[src/sv/vpg_pkg.sv]
// shared types, codes and reset values of the vectorscope persistence grid
`timescale 1ns / 1ps
package vpg_pkg;

  localparam int GRID_SIZE_DEF = 64;

  typedef enum logic [2:0] {
    CMD_PLOT  = 3'd0,
    CMD_FRAME = 3'd1,
    CMD_FADE  = 3'd2,
    CMD_READ  = 3'd3,
    CMD_CLEAR = 3'd4
  } cmd_e;

  localparam logic [1:0] REG_HIT   = 2'd0;
  localparam logic [1:0] REG_FRAME = 2'd1;
  localparam logic [1:0] REG_FADE  = 2'd2;
  localparam logic [1:0] REG_CLAMP = 2'd3;

  localparam logic [15:0] HIT_RST   = 16'd5243;
  localparam logic [15:0] FRAME_RST = 16'd62915;
  localparam logic [15:0] FADE_RST  = 16'd55706;
  localparam logic [15:0] CLAMP_RST = 16'd63570;

  typedef struct packed {
    logic [2:0]         command;
    logic signed [15:0] left_sample;
    logic signed [15:0] right_sample;
    logic [5:0]         read_row;
    logic [5:0]         read_col;
  } vpg_in_t;

  typedef struct packed {
    logic [15:0] cell_value;
    logic [5:0]  plot_col;
    logic [5:0]  upper_row;
    logic [5:0]  lower_row;
  } vpg_out_t;

  function automatic logic [15:0] sat_add(input logic [15:0] a, input logic [15:0] b);
    logic [16:0] s;
    s = {1'b0, a} + {1'b0, b};
    return s[16] ? 16'hFFFF : s[15:0];
  endfunction

endpackage

[src/sv/vpg_point.sv]
// point unit: squares, clamp test, iterative root and divide, grid indices
`timescale 1ns / 1ps
module vpg_point #(
  parameter int GRID_SIZE = vpg_pkg::GRID_SIZE_DEF
) (
  input  logic                         clk_i,
  input  logic                         rst_ni,
  input  logic                         start_i,
  input  logic signed [15:0]           left_i,
  input  logic signed [15:0]           right_i,
  input  logic [15:0]                  clamp_i,
  output logic                         done_o,
  output logic [$clog2(GRID_SIZE)-1:0] col_o,
  output logic [$clog2(GRID_SIZE)-1:0] up_o,
  output logic [$clog2(GRID_SIZE)-1:0] lo_o
);
  localparam int IDXW = $clog2(GRID_SIZE);

  typedef enum logic [5:0] {
    P_IDLE = 6'b000001,
    P_SQ   = 6'b000010,
    P_ROOT = 6'b000100,
    P_DMUL = 6'b001000,
    P_DIV  = 6'b010000,
    P_IDX  = 6'b100000
  } pstate_e;

  pstate_e     state_q;
  logic        neg_q, which_q, done_q;
  logic [16:0] smag_q, mag_q, root_q, quo_q;
  logic [15:0] clamp_q;
  logic [33:0] acc_q, c2_q, x_q, num_q;
  logic [1:0]  step_q;
  logic [19:0] rem_q;
  logic [17:0] drem_q;
  logic [5:0]  cnt_q;
  logic [IDXW-1:0] col_q, up_q, lo_q;

  logic signed [16:0] side, sum;
  logic [16:0] mul_a, mul_b;
  logic [33:0] prod;
  logic [19:0] rem_n, trial;
  logic [18:0] dr_n;
  logic        qbit;
  logic [17:0] dr_next;
  logic [16:0] quo_n;

  function automatic logic [IDXW-1:0] gidx(input logic [17:0] t);
    logic [17+IDXW:0] p;
    logic [IDXW:0]    g;
    p = (18 + IDXW)'(t) * (18 + IDXW)'(GRID_SIZE - 1);
    g = p[17+IDXW:17];
    return (g > (IDXW + 1)'(GRID_SIZE - 1)) ? IDXW'(GRID_SIZE - 1) : g[IDXW-1:0];
  endfunction

  assign side = 17'(right_i) - 17'(left_i);
  assign sum  = 17'(right_i) + 17'(left_i);

  always_comb begin
    mul_a = smag_q;
    mul_b = smag_q;
    if (state_q == P_DMUL) begin
      mul_a = which_q ? mag_q : smag_q;
      mul_b = {1'b0, clamp_q};
    end else if (step_q == 2'd1) begin
      mul_a = mag_q;
      mul_b = mag_q;
    end else if (step_q == 2'd2) begin
      mul_a = {1'b0, clamp_q};
      mul_b = {1'b0, clamp_q};
    end
  end

  assign prod    = 34'(mul_a) * 34'(mul_b);
  assign rem_n   = {rem_q[17:0], x_q[33:32]};
  assign trial   = {1'b0, root_q, 2'b01};
  assign dr_n    = {drem_q, num_q[33]};
  assign qbit    = dr_n >= {2'b00, root_q};
  assign dr_next = qbit ? 18'(dr_n - {2'b00, root_q}) : dr_n[17:0];
  assign quo_n   = {quo_q[15:0], qbit};

  always_ff @(posedge clk_i or negedge rst_ni) begin
    if (!rst_ni) begin
      state_q <= P_IDLE;
      done_q  <= 1'b0;
      step_q  <= 2'd0;
      cnt_q   <= 6'd0;
      which_q <= 1'b0;
    end else begin
      done_q <= 1'b0;
      unique case (state_q)
        P_IDLE: begin
          if (start_i) begin
            neg_q   <= side[16];
            smag_q  <= side[16] ? 17'(-side) : 17'(side);
            mag_q   <= sum[16] ? 17'(-sum) : 17'(sum);
            clamp_q <= clamp_i;
            step_q  <= 2'd0;
            state_q <= P_SQ;
          end
        end
        P_SQ: begin
          step_q <= step_q + 2'd1;
          unique case (step_q)
            2'd0: acc_q <= prod;
            2'd1: acc_q <= acc_q + prod;
            2'd2: c2_q <= prod;
            default: begin
              if (acc_q > c2_q) begin
                x_q     <= acc_q;
                root_q  <= 17'd0;
                rem_q   <= 20'd0;
                cnt_q   <= 6'd0;
                state_q <= P_ROOT;
              end else begin
                state_q <= P_IDX;
              end
            end
          endcase
        end
        P_ROOT: begin
          if (rem_n >= trial) begin
            rem_q  <= rem_n - trial;
            root_q <= {root_q[15:0], 1'b1};
          end else begin
            rem_q  <= rem_n;
            root_q <= {root_q[15:0], 1'b0};
          end
          x_q   <= {x_q[31:0], 2'b00};
          cnt_q <= cnt_q + 6'd1;
          if (cnt_q == 6'd16) begin
            which_q <= 1'b0;
            state_q <= P_DMUL;
          end
        end
        P_DMUL: begin
          num_q   <= prod;
          drem_q  <= 18'd0;
          quo_q   <= 17'd0;
          cnt_q   <= 6'd0;
          state_q <= P_DIV;
        end
        P_DIV: begin
          drem_q <= dr_next;
          quo_q  <= quo_n;
          num_q  <= {num_q[32:0], 1'b0};
          cnt_q  <= cnt_q + 6'd1;
          if (cnt_q == 6'd33) begin
            if (which_q) begin
              mag_q   <= quo_n;
              state_q <= P_IDX;
            end else begin
              smag_q  <= quo_n;
              which_q <= 1'b1;
              state_q <= P_DMUL;
            end
          end
        end
        P_IDX: begin
          col_q   <= gidx(neg_q ? 18'd65536 - 18'(smag_q) : 18'd65536 + 18'(smag_q));
          up_q    <= gidx(18'd65536 - 18'(mag_q));
          lo_q    <= gidx(18'd65536 + 18'(mag_q));
          done_q  <= 1'b1;
          state_q <= P_IDLE;
        end
        default: state_q <= P_IDLE;
      endcase
    end
  end

  assign done_o = done_q;
  assign col_o  = col_q;
  assign up_o   = up_q;
  assign lo_o   = lo_q;
endmodule
[config.mk]
export PLATFORM = sky130hd
export DESIGN_NAME = vpg_point
export DESIGN_NICKNAME = d
export VERILOG_FILES = /design/src/sv/vpg_pkg.sv /design/src/sv/vpg_point.sv
export SDC_FILE = /design/constraint.sdc
export NUM_CORES = 2
export LEC_CHECK = 0
export BUFFER_PORTS_ARGS = -buffer_cell sky130_fd_sc_hd__buf_2
export CORE_ASPECT_RATIO = 0.5
export CORE_MARGIN = 2
export CORE_UTILIZATION = 40
export CTS_CLUSTER_SIZE = 24
export DETAILED_ROUTE_END_ITERATION = 16
export GPL_TIMING_DRIVEN = 0
export HOLD_SLACK_MARGIN = 0.05
export REMOVE_ABC_BUFFERS = 1
export SETUP_SLACK_MARGIN = 0.3
export SYNTH_ARGS = -nofsm -noshare
export SYNTH_HDL_FRONTEND = slang
export SYNTH_SLANG_ARGS = --single-unit
[constraint.sdc]
create_clock -name clk_i -period 9.81 [get_ports clk_i]
set_clock_uncertainty 0.05 [all_clocks]
set_input_delay 1.4715 -clock clk_i [delete_from_list [all_inputs] [get_ports clk_i]]
set_output_delay 1.4715 -clock clk_i [all_outputs]
set_load 0.1 [all_outputs]
==> summary.txt <==
Detailed routing
  • Detailed Route Iter0 Violations: ~2k
  • DRT antenna net count: 0
  • DR WL/cell: 18.06 um
  • Routed WL: approximately 90 mm
  • Vias: 26.29k
  • DR DRC count: 0
  • Detailed-router iteration count before antenna repair: 5
  • Drt via density: ~5.3

Floorplanning
  • Die width: between 400 and 500 um
  • Rows: 75
  • CORE AREA: 84,360 um^2
  • Starting density of the core: 0.4066
  • I/O pins: 70
  • Die area: 88,240 um^2
  • Die Y: 211.1 um

Critical path
  • Crit path depth: 35
  • CP dominant cell by count: fa_1
  • Reg2Reg Depth: 35
  • Max stage delay on crit path: between 0.6 and 0.7 ns
  • Reg2Reg Setup Slack: around 0.61 ns
  • Crit-path slowest cell: dfstp_2
  • Crit-path max FO: 17
  • CP Launch Point: state_q[0]
  • Reg2reg start: state_q[0]
  • Crit path max-delay family: adder cells
  • Bufs and invs on worst path: 7
  • Crit path to: acc_q[33]
  • Crit path DAT: about 9.5 ns
  • CP Class: flip-flop to flip-flop
  • Crit end category: flip-flop
  • CP required: between 10 and 15 ns
  • Crit Reg-Reg Endpoint: acc_q[33]
  • Startpoint Class: flip-flop

Global routing
  • Largest net degree at the start of global routing: 35
  • Final global-route overflow total: 0
  • Vias in the first global route: between 20k and 30k
  • Initial antenna violation count: 1
  • Total GRT Usage: 0.2015
  • Global-route wire length before repair: 142.3 mm

Min path
  • Min-delay worst type: flip-flop to flip-flop
  • Hold Crit Start: num_q[6]

CTS
  • Worst skew pair latency: roughly 0.6 ns
  • CTS max path bufs: 3
  • # hold bufs at CTS: 0
  • CTS tree: built
  • Clk pin slew, worst setup/hold paths: 0.06 ns
  • Num CTS Buffers: 35
  • Clk root buf: clkbuf_16
  • Clock sink count: a little under 300
  • Htree depth: 2

Yosys
  • Register bit count reported by yosys: between 200 and 300
  • Synth top area share: 0.2399
  • Post-synth EDFFs: 274
  • Top cells by area, synth: edfxtp_1 (24%), fa_1 (21%), ha_1 (13%), inv_1 (6.5%), nand2_1 (4.7%)
  • Syn Std Cell Area: 34,300 um^2
  • Main synth FF type: edfxtp_1
  • YS warnings: 0
  • Synthesized area per cell: 9.374 um^2
  • Asr flop ratio synth: 0.05517
  • Post-synthesis sequential area ratio: 0.2516
  • Post-Syn Instances: roughly 3.7k
  • Largest area contributor in the netlist: edfxtp_1
  • Unique cell type count in the Yosys netlist: 83

Placed design
  • Detailed placement HPWL: 68.30 mm
  • IO buf count: 69
  • GP Congestion: 0.9289

STA
  • Period minus WS final: 9.198 ns
  • Final setup fails: 0
  • Pins Over Slew Limit: 0
  • RSZ-0062 raised after global routing: no
  • Setup TNS: 0 ns
  • Max Freq: 108.7 MHz
  • Slew @ Worst Pin: 1.369 ns
  • Relative slew slack: 0.08752
  • Final Hold Vio Count: 0
  • Final Cycle Share: 0.9376

Outcome
  • Outcome: completed

Layout
  • FF+latch area: ~8600 um^2
  • Layout Nets: roughly 4.6k
  • Layout cells sized above 1: 0.1293
  • Area of the multi-input gates: around 24,000 um^2
  • N_diodes: 0
  • Number of fill cells: ~8k
  • Area grow syn2layout: 14.88%

Run
  • Max-Cap Viols: 0
[sequential cells by signal, summed over array words and instances, names as in the netlist, 16 cells and up]
| register | cells |
|---|---|
| quo_q | 16 |
| mag_q | 17 |
| num_q | 34 |
| c2_q | 34 |
| acc_q | 34 |
| clamp_q | 16 |
| x_q | 34 |
| smag_q | 17 |
| drem_q | 18 |
| rem_q | 18 |
| root_q | 17 |
[cells in the mapped netlist, types with 9 or more instances]
cell type / count
inv_1: 598
nand2_1: 426
fa_1: 366
ha_1: 362
nor2_1: 335
edfxtp_1: 274
a21oi_1: 180
o21ai_0: 131
xnor2_1: 129
a21o_1: 89
clkbuf_1: 84
mux2i_1: 56
xor2_1: 53
nand3_1: 44
and2_1: 41
nor3_1: 40
nand2b_1: 37
nor2b_1: 33
nand4_1: 26
o21bai_1: 26
o21a_1: 22
a31oi_1: 21
mux2_2: 19
a211oi_1: 18
dfrtp_1: 15
or2_2: 15
o31ai_1: 14
or3_1: 13
nor4_1: 11
o21ai_1: 11
a221o_1: 10
o211ai_1: 9
[worst min path at each step]
stage,endpoint,slack (ns),depth (start not counted)
finish,num_q[7],0.46,2
global route,num_q[8],0.48,2
CTS,num_q[7],0.45,2
detailed placement,num_q[4],0.44,2
global placement,num_q[4],0.44,2
floorplan,num_q[10],0.43,2
[cells in the final DEF (no fill, tap or decap), types with 20 or more instances in the layout]
cell       synthesis  layout
inv_1            598     594
nand2_1          426     421
fa_1             366     360
ha_1             362     345
nor2_1           335     315
edfxtp_1         274     274
a21oi_1          180     151
xnor2_1          129     124
o21ai_0          131     118
buf_4              3     110
a21o_1            89      79
buf_2              8      70
mux2i_1           56      52
xor2_1            53      48
nand3_1           44      42
nand2b_1          37      37
and2_1            41      37
nor3_1            40      37
clkbuf_16          0      36
nor2b_1           33      33
nand4_1           26      26
o21bai_1          26      24
o21a_1            22      22
a31oi_1           21      20
[logic make-up (layout without fill, tap and decap cells)]
group	Yosys count	count (layout)	synth area share
xor+xnor	183	183	0.04695
fa+ha+maj	728	728	0.3457
mux	76	76	0.02302
buf+inv	697	888	0.07690
flops	290	290	0.2516
compound gates	623	624	0.1189
simple gates	1062	1063	0.1369
[worst register-to-register path, delay by kind of cell (launching register included)]
family          cells  cell delay (ns)
buf+inv             7             0.98
flops               1             0.62
simple gates       11             1.05
xor+xnor            3             0.47
compound gates      6             1.88
fa+ha+maj           8             3.90
[stage by stage]
step           cell area (um^2)  utilization  hold slack (ns)  worst slack [ns]  cells
2_1_floorplan             33910            -           0.4336            -2.108   3561
3_3_place_gp              35650       0.4226           0.4401            -5.564   4746
3_5_place_dp              36180       0.4289           0.4440            -2.486   4776
4_1_cts                   38370       0.4548           0.4547            0.3185   4913
5_1_grt                   39400       0.4671           0.4784            0.2505   4968
6_report                  39400       0.4671           0.4563            0.6123   4968
[what timing repair did]
action                                  CTS  global route
pin swaps                                21            54
setup buffers                            74            53
endpoints found under the setup margin   55            15
resized for setup                       100           134
gates cloned                              3             2
[layout make-up]
class	instances	area share
clock buffer	43	0.02350
clock inverter	17	0.003779
inverter	599	0.05719
sequential	290	0.2192
tap	1116	0.03544
multi-input combinational	2674	0.6107
timing repair buffer	228	0.05008
timing repair inverter	1	0.0001905
[routing by layer]
| layer | routed length, um | part of all wire | up-vias | global-route usage |
|---|---|---|---|---|
| met2 | 41370 | 0.46 | 708 | 0.3335 |
| li1 | - | - | 12490 | - |
| met3 | 5283 | 0.059 | 187 | 0.03058 |
| met1 | 40320 | 0.45 | 12910 | 0.2738 |
| met5 | 0 | 0 | - | 0 |
| met4 | 2751 | 0.031 | 0 | 0.05901 |
Power is not shown: default switching activity piles up to over one toggle a cycle in this logic, so the estimate is an artifact.
